===== config.mk =====
export PLATFORM = sky130hd
export DESIGN_NAME = sensor_frame_receiver_validator_core_flat
export DESIGN_NICKNAME = d
export VERILOG_FILES = /design/src/sfrv_pkg.sv /design/src/sfrv_if.sv /design/src/sensor_frame_receiver_validator_core.sv /design/src/sfrv_cfg_regs.sv /design/src/sfrv_frame_tracker.sv /design/src/flat_wrapper.sv
export SDC_FILE = /design/constraint.sdc
export NUM_CORES = 1
export LEC_CHECK = 0
export BUFFER_PORTS_ARGS = -buffer_cell sky130_fd_sc_hd__buf_4
export CORE_ASPECT_RATIO = 1.75
export CORE_MARGIN = 3
export CORE_UTILIZATION = 45
export DETAILED_ROUTE_END_ITERATION = 6
export PLACE_DENSITY = 0.71
export RECOVER_POWER = 100
export SETUP_SLACK_MARGIN = 0.05
export SLEW_MARGIN = 20
export SYNTH_ARGS = -nofsm -noshare
export SYNTH_HDL_FRONTEND = slang
export SYNTH_SLANG_ARGS = --single-unit

===== constraint.sdc =====
create_clock -name clk -period 4.3 [get_ports clk]
set_clock_uncertainty 0.2 [all_clocks]
set_input_delay 1.075 -clock clk [delete_from_list [all_inputs] [get_ports clk]]
set_output_delay 1.075 -clock clk [all_outputs]
set_load 0.05 [all_outputs]

===== src/sfrv_pkg.sv =====
// Shared types and constants of the sensor frame receiver and validator.
// Holds the frame geometry, register map, result codes and config/result structs.
// No dependencies.
package sfrv_pkg;

  // Frame geometry
  localparam int FRAME_LENGTH = 10;
  localparam int IDX_W        = 4;
  localparam logic [IDX_W-1:0] LAST_IDX = IDX_W'(FRAME_LENGTH - 1);

  // Field widths
  localparam int BYTE_W  = 8;
  localparam int FIELD_W = 16;
  localparam int OFF_W   = 3;
  localparam int STAT_W  = 2;

  // Configuration port widths
  localparam int CFG_IDX_W  = 4;
  localparam int CFG_DATA_W = 16;

  // Register map
  typedef enum logic [CFG_IDX_W-1:0] {
    REG_HEADER_FIRST  = 4'd0,
    REG_HEADER_SECOND = 4'd1,
    REG_HEADER_THIRD  = 4'd2,
    REG_FIELD_OFFSET  = 4'd3,
    REG_FIRST_MIN     = 4'd4,
    REG_FIRST_MAX     = 4'd5,
    REG_SECOND_MIN    = 4'd6,
    REG_SECOND_MAX    = 4'd7
  } cfg_reg_e;

  // Reset values of the registers
  localparam logic [BYTE_W-1:0]  RST_HEADER_FIRST  = 8'd35;   // '#'
  localparam logic [BYTE_W-1:0]  RST_HEADER_SECOND = 8'd38;   // '&'
  localparam logic [BYTE_W-1:0]  RST_HEADER_THIRD  = 8'd114;  // 'r'
  localparam logic [OFF_W-1:0]   RST_FIELD_OFFSET  = 3'd3;
  localparam logic [FIELD_W-1:0] RST_FIRST_MIN     = 16'd240;
  localparam logic [FIELD_W-1:0] RST_FIRST_MAX     = 16'd300;
  localparam logic [FIELD_W-1:0] RST_SECOND_MIN    = 16'd10;
  localparam logic [FIELD_W-1:0] RST_SECOND_MAX    = 16'd4000;

  // Result codes
  typedef enum logic [STAT_W-1:0] {
    STAT_OK    = 2'd0,
    STAT_RANGE = 2'd1,
    STAT_CSUM  = 2'd2
  } status_e;

  typedef struct packed {
    logic [BYTE_W-1:0]  header_first;
    logic [BYTE_W-1:0]  header_second;
    logic [BYTE_W-1:0]  header_third;
    logic [OFF_W-1:0]   field_offset;
    logic [FIELD_W-1:0] first_min;
    logic [FIELD_W-1:0] first_max;
    logic [FIELD_W-1:0] second_min;
    logic [FIELD_W-1:0] second_max;
  } cfg_t;

  typedef struct packed {
    status_e            status;
    logic [FIELD_W-1:0] first_value;
    logic [FIELD_W-1:0] second_value;
  } result_t;

endpackage


===== src/sfrv_if.sv =====
// Channel interfaces of the sensor frame receiver: byte input, result output
// and configuration write. Valid/ready handshake on each.
// Depends on sfrv_pkg.
interface sfrv_byte_if;
  logic                       valid;
  logic                       ready;
  logic [sfrv_pkg::BYTE_W-1:0] rx_byte;

  modport source (output valid, output rx_byte, input ready);
  modport sink   (input valid, input rx_byte, output ready);
endinterface

interface sfrv_result_if;
  logic                        valid;
  logic                        ready;
  logic [sfrv_pkg::STAT_W-1:0]  status;
  logic [sfrv_pkg::FIELD_W-1:0] first_value;
  logic [sfrv_pkg::FIELD_W-1:0] second_value;

  modport source (output valid, output status, output first_value, output second_value,
                  input ready);
  modport sink   (input valid, input status, input first_value, input second_value,
                  output ready);
endinterface

interface sfrv_cfg_if;
  logic                           valid;
  logic                           ready;
  logic [sfrv_pkg::CFG_IDX_W-1:0]  index;
  logic [sfrv_pkg::CFG_DATA_W-1:0] data;

  modport source (output valid, output index, output data, input ready);
  modport sink   (input valid, input index, input data, output ready);
endinterface


===== src/sensor_frame_receiver_validator_core.sv =====
// Datapath: a byte taken into the input register is evaluated from it, and its result,
//   if any, is registered in the output register when the byte advances.
// Throughput: one byte per cycle while results drain; a result held in the output
//   register stalls the byte in the input register, so the input takes one more byte.
// Reset (synchronous, rst high): registers take their defaults, the hunt returns to
//   byte 0 and both channel registers empty. No clearing pass.
// Depends on sfrv_pkg, sfrv_if, sfrv_cfg_regs and sfrv_frame_tracker.
module sensor_frame_receiver_validator_core (
  input  logic            clk,
  input  logic            rst,
  sfrv_byte_if.sink       rx,
  sfrv_result_if.source   res,
  sfrv_cfg_if.sink        cfg
);
  import sfrv_pkg::*;

  cfg_t              regs;
  logic              in_valid;
  logic [BYTE_W-1:0] in_byte;
  logic              advance;
  logic              trk_valid;
  result_t           trk_res;
  logic              out_valid;
  result_t           out_data;

  sfrv_cfg_regs u_cfg_regs (
    .clk  (clk),
    .rst  (rst),
    .cfg  (cfg),
    .regs (regs)
  );

  sfrv_frame_tracker u_tracker (
    .clk       (clk),
    .rst       (rst),
    .step      (advance),
    .rx_byte   (in_byte),
    .regs      (regs),
    .res_valid (trk_valid),
    .res       (trk_res)
  );

  // Move the held byte on when the output slot is free or draining
  assign advance  = in_valid && (!out_valid || res.ready);
  assign rx.ready = !in_valid || advance;

  // Input register
  always_ff @(posedge clk) begin
    if (rst) begin
      in_valid <= 1'b0;
    end else if (rx.valid && rx.ready) begin
      in_valid <= 1'b1;
    end else if (advance) begin
      in_valid <= 1'b0;
    end
  end

  always_ff @(posedge clk) begin
    if (rx.valid && rx.ready) begin
      in_byte <= rx.rx_byte;
    end
  end

  // Output register
  always_ff @(posedge clk) begin
    if (rst) begin
      out_valid <= 1'b0;
    end else if (advance) begin
      out_valid <= trk_valid;
    end else if (res.ready) begin
      out_valid <= 1'b0;
    end
  end

  always_ff @(posedge clk) begin
    if (advance && trk_valid) begin
      out_data <= trk_res;
    end
  end

  assign res.valid        = out_valid;
  assign res.status       = out_data.status;
  assign res.first_value  = out_data.first_value;
  assign res.second_value = out_data.second_value;

endmodule


===== src/sfrv_cfg_regs.sv =====
// Configuration register file of the sensor frame receiver.
// Takes write requests from the config channel and presents them as a cfg_t.
// Depends on sfrv_pkg and sfrv_cfg_if.
module sfrv_cfg_regs (
  input  logic            clk,
  input  logic            rst,
  sfrv_cfg_if.sink        cfg,
  output sfrv_pkg::cfg_t  regs
);
  import sfrv_pkg::*;

  // Always take write requests
  assign cfg.ready = 1'b1;

  // Write the addressed register; drop requests beyond the map
  always_ff @(posedge clk) begin
    if (rst) begin
      regs.header_first  <= RST_HEADER_FIRST;
      regs.header_second <= RST_HEADER_SECOND;
      regs.header_third  <= RST_HEADER_THIRD;
      regs.field_offset  <= RST_FIELD_OFFSET;
      regs.first_min     <= RST_FIRST_MIN;
      regs.first_max     <= RST_FIRST_MAX;
      regs.second_min    <= RST_SECOND_MIN;
      regs.second_max    <= RST_SECOND_MAX;
    end else if (cfg.valid) begin
      case (cfg.index)
        REG_HEADER_FIRST:  regs.header_first  <= cfg.data[BYTE_W-1:0];
        REG_HEADER_SECOND: regs.header_second <= cfg.data[BYTE_W-1:0];
        REG_HEADER_THIRD:  regs.header_third  <= cfg.data[BYTE_W-1:0];
        REG_FIELD_OFFSET:  regs.field_offset  <= cfg.data[OFF_W-1:0];
        REG_FIRST_MIN:     regs.first_min     <= cfg.data[FIELD_W-1:0];
        REG_FIRST_MAX:     regs.first_max     <= cfg.data[FIELD_W-1:0];
        REG_SECOND_MIN:    regs.second_min    <= cfg.data[FIELD_W-1:0];
        REG_SECOND_MAX:    regs.second_max    <= cfg.data[FIELD_W-1:0];
        default: ;
      endcase
    end
  end

endmodule


===== src/sfrv_frame_tracker.sv =====
// Frame hunt state and per-byte evaluation of the sensor frame receiver.
// Holds byte index, running sum and captured fields; flags a result at frame end.
// Depends on sfrv_pkg.
module sfrv_frame_tracker (
  input  logic                       clk,
  input  logic                       rst,
  input  logic                       step,
  input  logic [sfrv_pkg::BYTE_W-1:0] rx_byte,
  input  sfrv_pkg::cfg_t             regs,
  output logic                       res_valid,
  output sfrv_pkg::result_t          res
);
  import sfrv_pkg::*;

  logic [IDX_W-1:0]   byte_index;
  logic [IDX_W-1:0]   byte_index_next;
  logic [BYTE_W-1:0]  running_sum;
  logic [BYTE_W-1:0]  running_sum_next;
  logic [FIELD_W-1:0] first_field;
  logic [FIELD_W-1:0] first_field_next;
  logic [FIELD_W-1:0] second_field;
  logic [FIELD_W-1:0] second_field_next;

  logic [IDX_W-1:0]   off;
  logic               wait_first;
  logic               restart;
  logic               last;
  logic               cap_first;
  logic               cap_second;
  logic [FIELD_W-1:0] first_upd;
  logic [FIELD_W-1:0] second_upd;
  logic               in_range;

  // Header checks and field positions
  assign off        = {1'b0, regs.field_offset};
  assign wait_first = (byte_index == '0) && (rx_byte != regs.header_first);
  assign restart    = ((byte_index == IDX_W'(1)) && (rx_byte != regs.header_second)) ||
                      ((byte_index == IDX_W'(2)) && (rx_byte != regs.header_third));
  assign last       = (byte_index >= LAST_IDX);
  assign cap_first  = (byte_index == off) || (byte_index == off + IDX_W'(1));
  assign cap_second = (byte_index == off + IDX_W'(2)) || (byte_index == off + IDX_W'(3));

  // Shift the byte into the captured fields
  assign first_upd  = cap_first  ? {first_field[BYTE_W-1:0], rx_byte}  : first_field;
  assign second_upd = cap_second ? {second_field[BYTE_W-1:0], rx_byte} : second_field;

  assign in_range = (first_upd >= regs.first_min) && (first_upd <= regs.first_max) &&
                    (second_upd >= regs.second_min) && (second_upd <= regs.second_max);

  // Build the result at the checksum byte
  always_comb begin
    res_valid = !wait_first && !restart && last;
    if (running_sum != rx_byte) begin
      res.status       = STAT_CSUM;
      res.first_value  = '0;
      res.second_value = '0;
    end else begin
      res.status       = in_range ? STAT_OK : STAT_RANGE;
      res.first_value  = first_upd;
      res.second_value = second_upd;
    end
  end

  // Advance, hold or restart the hunt
  always_comb begin
    byte_index_next   = byte_index;
    running_sum_next  = running_sum;
    first_field_next  = first_field;
    second_field_next = second_field;
    if (wait_first) begin
      byte_index_next = byte_index;
    end else if (restart || last) begin
      byte_index_next   = '0;
      running_sum_next  = '0;
      first_field_next  = '0;
      second_field_next = '0;
    end else begin
      byte_index_next   = byte_index + IDX_W'(1);
      running_sum_next  = running_sum + rx_byte;
      first_field_next  = first_upd;
      second_field_next = second_upd;
    end
  end

  always_ff @(posedge clk) begin
    if (rst) begin
      byte_index   <= '0;
      running_sum  <= '0;
      first_field  <= '0;
      second_field <= '0;
    end else if (step) begin
      byte_index   <= byte_index_next;
      running_sum  <= running_sum_next;
      first_field  <= first_field_next;
      second_field <= second_field_next;
    end
  end

`ifndef SYNTHESIS
  a_index_in_frame: assert property (@(posedge clk) disable iff (rst)
    byte_index <= LAST_IDX)
    else $error("byte index beyond frame end");

  a_restart_after_result: assert property (@(posedge clk) disable iff (rst)
    step && res_valid |=> (byte_index == '0) && (running_sum == '0))
    else $error("hunt not restarted after a result");

  a_index_steps_by_one: assert property (@(posedge clk) disable iff (rst)
    step |=> (byte_index == '0) || (byte_index == $past(byte_index) + IDX_W'(1)) ||
             (byte_index == $past(byte_index)))
    else $error("byte index jumped");

  a_hold_without_step: assert property (@(posedge clk) disable iff (rst)
    !step |=> $stable(byte_index) && $stable(running_sum))
    else $error("hunt state moved without a byte");
`endif

endmodule

===== src/flat_wrapper.sv =====
// flat-port wrapper written by rule: the top's interface ports become plain ports
module sensor_frame_receiver_validator_core_flat import sfrv_pkg::*;
  (clk, rst, rx_valid, rx_rx_byte, rx_ready, res_valid, res_status, res_first_value, res_second_value, res_ready, cfg_valid, cfg_index, cfg_data, cfg_ready);
  sfrv_byte_if rx_i ();
  sfrv_result_if res_i ();
  sfrv_cfg_if cfg_i ();
  input  logic clk;
  input  logic rst;
  input wire logic [$bits(rx_i.valid)-1:0] rx_valid;
  input wire logic [$bits(rx_i.rx_byte)-1:0] rx_rx_byte;
  output wire logic [$bits(rx_i.ready)-1:0] rx_ready;
  output wire logic [$bits(res_i.valid)-1:0] res_valid;
  output wire logic [$bits(res_i.status)-1:0] res_status;
  output wire logic [$bits(res_i.first_value)-1:0] res_first_value;
  output wire logic [$bits(res_i.second_value)-1:0] res_second_value;
  input wire logic [$bits(res_i.ready)-1:0] res_ready;
  input wire logic [$bits(cfg_i.valid)-1:0] cfg_valid;
  input wire logic [$bits(cfg_i.index)-1:0] cfg_index;
  input wire logic [$bits(cfg_i.data)-1:0] cfg_data;
  output wire logic [$bits(cfg_i.ready)-1:0] cfg_ready;
  assign rx_i.valid = rx_valid;
  assign rx_i.rx_byte = rx_rx_byte;
  assign rx_ready = rx_i.ready;
  assign res_valid = res_i.valid;
  assign res_status = res_i.status;
  assign res_first_value = res_i.first_value;
  assign res_second_value = res_i.second_value;
  assign res_i.ready = res_ready;
  assign cfg_i.valid = cfg_valid;
  assign cfg_i.index = cfg_index;
  assign cfg_i.data = cfg_data;
  assign cfg_ready = cfg_i.ready;
  sensor_frame_receiver_validator_core u_core (.clk(clk), .rst(rst), .rx(rx_i), .res(res_i), .cfg(cfg_i));
endmodule

==> run metrics <==
path depth of the worst reg2reg path=13; max layer used=met4; Longest Clk Path Bufs=2; Slew Limit Fails=123; Die X=114.0 um; clock share of power=42.9%; die area=0.02224 sq mm; Iteration-0 DRC Markers=354; Max Clock Freq=242.9 MHz; metal2 WL=12270 um; DP HPWL=16130 um; final instance area=0.01026 sq mm; met1 WL=9082 um; 1st-pass router iterations=5; first-pass GRT wire length=36560 um; Post-DP Area=0.009832 sq mm; Int Power=2.593 mW; Inserted Clock Buffers=17; share of flip-flops with an asynchronous set or reset=0%; Comb power frac=5.4%; Fill cells=1884; Final GP Congestion=0.9030; Setup violations, final=0; Clock Tree Root=clkbuf_16; synth warn=0; PwrDens=334.1 mW/mm^2; Std-Cell Rows=68; Cell Area, Synth=0.009189 sq mm; total global routing overflow=0; start point of the critical path=u_core.u_cfg_regs.regs[64]$_SDFFE_PP1P_; Post-synth EDFFs=42; Main synth FF type=dfxtp_1; most used cell, CP=ha_1; class of the most critical setup path=flip-flop to flip-flop; most frequent cells in the layout=dfxtp_1 (136), nand2_1 (112), ha_1 (80); core area=0.01991 sq mm; R2R Setup Slk=180 ps; # diodes=0; RSZ-0062 raised after global routing=false; Slew HR=-3.611%; clk_lat worst skew=430 ps; Worst R2R Start=u_core.u_cfg_regs.regs[64]$_SDFFE_PP1P_; Starting Density=46.15%; fin nets=1116; Worst-path clk slew=70 ps; area occupied by multi-input gates=0.004666 sq mm; antenna violations before repair=0; failing checks=capacitance limit, slew limit; CP required=4270 ps; most common cell after layout, fill and taps aside=dfxtp_1; outcome=finished, violations left; CP startpoint kind=flip-flop; Routed Antenna Nets=0; vias in the first global route=7028; routed len/inst=18.44 um; Sink Count=179; reg2reg end=u_core.res.status[0]$_SDFFCE_PP0P_; delay-heaviest family, CP=simple AND/OR/NAND/NOR gates; min-delay worst type=flip-flop to flip-flop; Max Cap Viol=3; Worst Path Max Fanout=8; Buf+Inv Stages, Crit Path=2; Crit. End Element=flip-flop; post-synth cell types=61; Seq pwr share=51.7%; maximum vdd drop=0.0002164 V; min cycle time layout=4116 ps; H-tree Lvls=4; CTS tree=built; LEAKAGE=4.305 nW; DR vias=7008; critical path arrival=4080 ps; Total GRT Usage=21.00%; Die Y=195.0 um; pin count of the biggest net entering global routing=72; Synth Register Bits=179; Register Area=0.004005 sq mm; synthesized area per cell=9.662 sq um; Post-Synthesis Cells=951; CP peak stage delay=500 ps; crit path cell chain=inv_2 -> ha_1 -> xor2_1 -> nand2b_1 -> o41ai_4 -> nor2_4 -> clkbuf_1 -> mux2_1 -> ha_1 -> nand4_1 -> or4_1 -> a22oi_1 -> o211ai_1; Crit path depth=13; Sw Share=24.34%; Hold Buf Count CTS=0; synthesis-to-layout area growth=11.63%; final hold vios=0; WL met3=932 um; drt total wl=23240 um; Ports=70; fin crit share=95.72%; Syn Nets=1065; Critical-path top delay cell=or4_1; Slew @ Worst Pin=1541 ps; Sw Pwr=0.8341 mW; CP Capture Point=u_core.res.status[0]$_SDFFCE_PP0P_; number of remaining DRC errors=0; share of post-route cells with drive strength above 1=9.655%; # port buffers=68; Fin Setup TNS=0 ps; Vias/cell=5.562; sequential area share after synthesis=43.57%
## stage by stage
step	instances	hold slack, ps	setup slack, ps	utilization, %	power (mW)
6_report	1260	255.2	183.9	51.52	3.427
5_1_grt	1260	274.1	36.00	51.52	3.530
4_1_cts	1256	256.2	153.0	52.16	3.452
3_5_place_dp	1224	246.9	197.5	49.38	1.993
3_3_place_gp	1224	241.9	259.9	49.38	1.990
2_1_floorplan	951	236.3	607.1	-	1.915
## state kept, by name, summed over array words and instances, names as in the netlist
register                       flops
u_core.in_byte                     8
u_core.res.valid                   1
u_core.u_tracker.first_field      16
u_core.in_valid                    1
u_core.res.status                  2
u_core.u_cfg_regs.regs            91
u_core.res.first_value            16
u_core.u_tracker.running_sum       8
u_core.u_tracker.byte_index        4
u_core.u_tracker.second_field     16
u_core.res.second_value           16
## synth_stat cells (all sizes together) (2+ instances only)
master,number,area (sq um)
nor4,6,52.55
edfxtp,42,1261
or4,5,41.29
nor3,5,25.02
nand3b,6,45.04
clkbuf,32,120.1
xor2,21,183.9
nor2b,34,212.7
nand4,15,93.84
and3,6,37.54
xnor2,20,175.2
o41ai,2,25.03
mux2i,26,260.3
a21o,22,165.2
a211o,19,166.4
o21ai,3,18.77
mux2,30,337.8
o31ai,2,15.01
buf,20,158.9
inv,69,259.0
a22oi,21,157.7
o211ai,11,87.58
ha,80,1001
nor2,74,287.8
nor3b,3,22.52
nand2b,7,46.30
dfxtp,137,2743
a22o,16,142.6
nand2,112,420.4
a21oi,75,386.6
a211oi,6,45.04
nand3,9,45.04
## layout make-up
class | instances | area share [%]
Tap cell | 245 | 2.989
Inverter | 70 | 2.562
Clock buffer | 21 | 4.501
Sequential cell | 179 | 39.05
Timing Repair Buffer | 83 | 4.538
Clock inverter | 11 | 0.8783
Multi-Input combinational cell | 651 | 45.49
## routing by layer
layer  GRT usage (%)  vias up
li1                -     3396
met1           23.69     3383
met2           38.24      168
met3           3.194       61
met4           9.379        0
met5               0        -
## worst min-delay path, stage by stage, from the launching register on
cell and delay, ps:
dfxtp_1 310, nand2_1 50, a21oi_1 50
## worst min-delay path by stage
stage	startpoint	end	slack [ps]	cells past startpoint
6_report	u_core.u_cfg_regs.regs[36]$_SDFFE_PP0P_	u_core.u_cfg_regs.regs[36]$_SDFFE_PP0P_	260	2
4_1_cts	u_core.u_cfg_regs.regs[31]$_SDFFE_PP0P_	u_core.u_cfg_regs.regs[31]$_SDFFE_PP0P_	260	2
3_3_place_gp	u_core.u_cfg_regs.regs[61]$_SDFFE_PP0P_	u_core.u_cfg_regs.regs[61]$_SDFFE_PP0P_	240	2
5_1_grt	u_core.u_cfg_regs.regs[18]$_SDFFE_PP0P_	u_core.u_cfg_regs.regs[18]$_SDFFE_PP0P_	270	2
2_1_floorplan	u_core.u_cfg_regs.regs[12]$_SDFFE_PP0P_	u_core.u_cfg_regs.regs[12]$_SDFFE_PP0P_	240	2
3_5_place_dp	u_core.u_cfg_regs.regs[31]$_SDFFE_PP0P_	u_core.u_cfg_regs.regs[31]$_SDFFE_PP0P_	250	2
## timing repair
action | CTS | global route
resized for setup | 0 | 4
setup endpoints to repair | 0 | 1
setup buffers | 0 | 3
endpoints found under the hold margin | 0 | 0
## kinds of logic (layout without fill, tap and decap cells)
group | Yosys count | in the layout | share of synthesized area (%)
AOI/OAI and AO/OA | 186 | 186 | 14.07
xor gates and xnor gates | 42 | 42 | 4.153
adders and majority gates | 81 | 81 | 11.11
buffers and inverters | 122 | 185 | 5.896
DFF | 179 | 179 | 43.57
muxes | 56 | 56 | 6.509
other | 1 | 1 | 0.04081
and+or+nand+nor | 284 | 285 | 14.65
## power groups by stage
stage          sequential (mW)  combinational, mW  clock [mW]
6_report                  1.77              0.186        1.47
3_5_place_dp              1.81              0.185           0
3_3_place_gp              1.81              0.183           0
2_1_floorplan             1.78              0.136           0
5_1_grt                   1.77              0.206        1.55
4_1_cts                   1.77              0.186        1.50
Note: power is estimated with default switching activity, not from simulation.
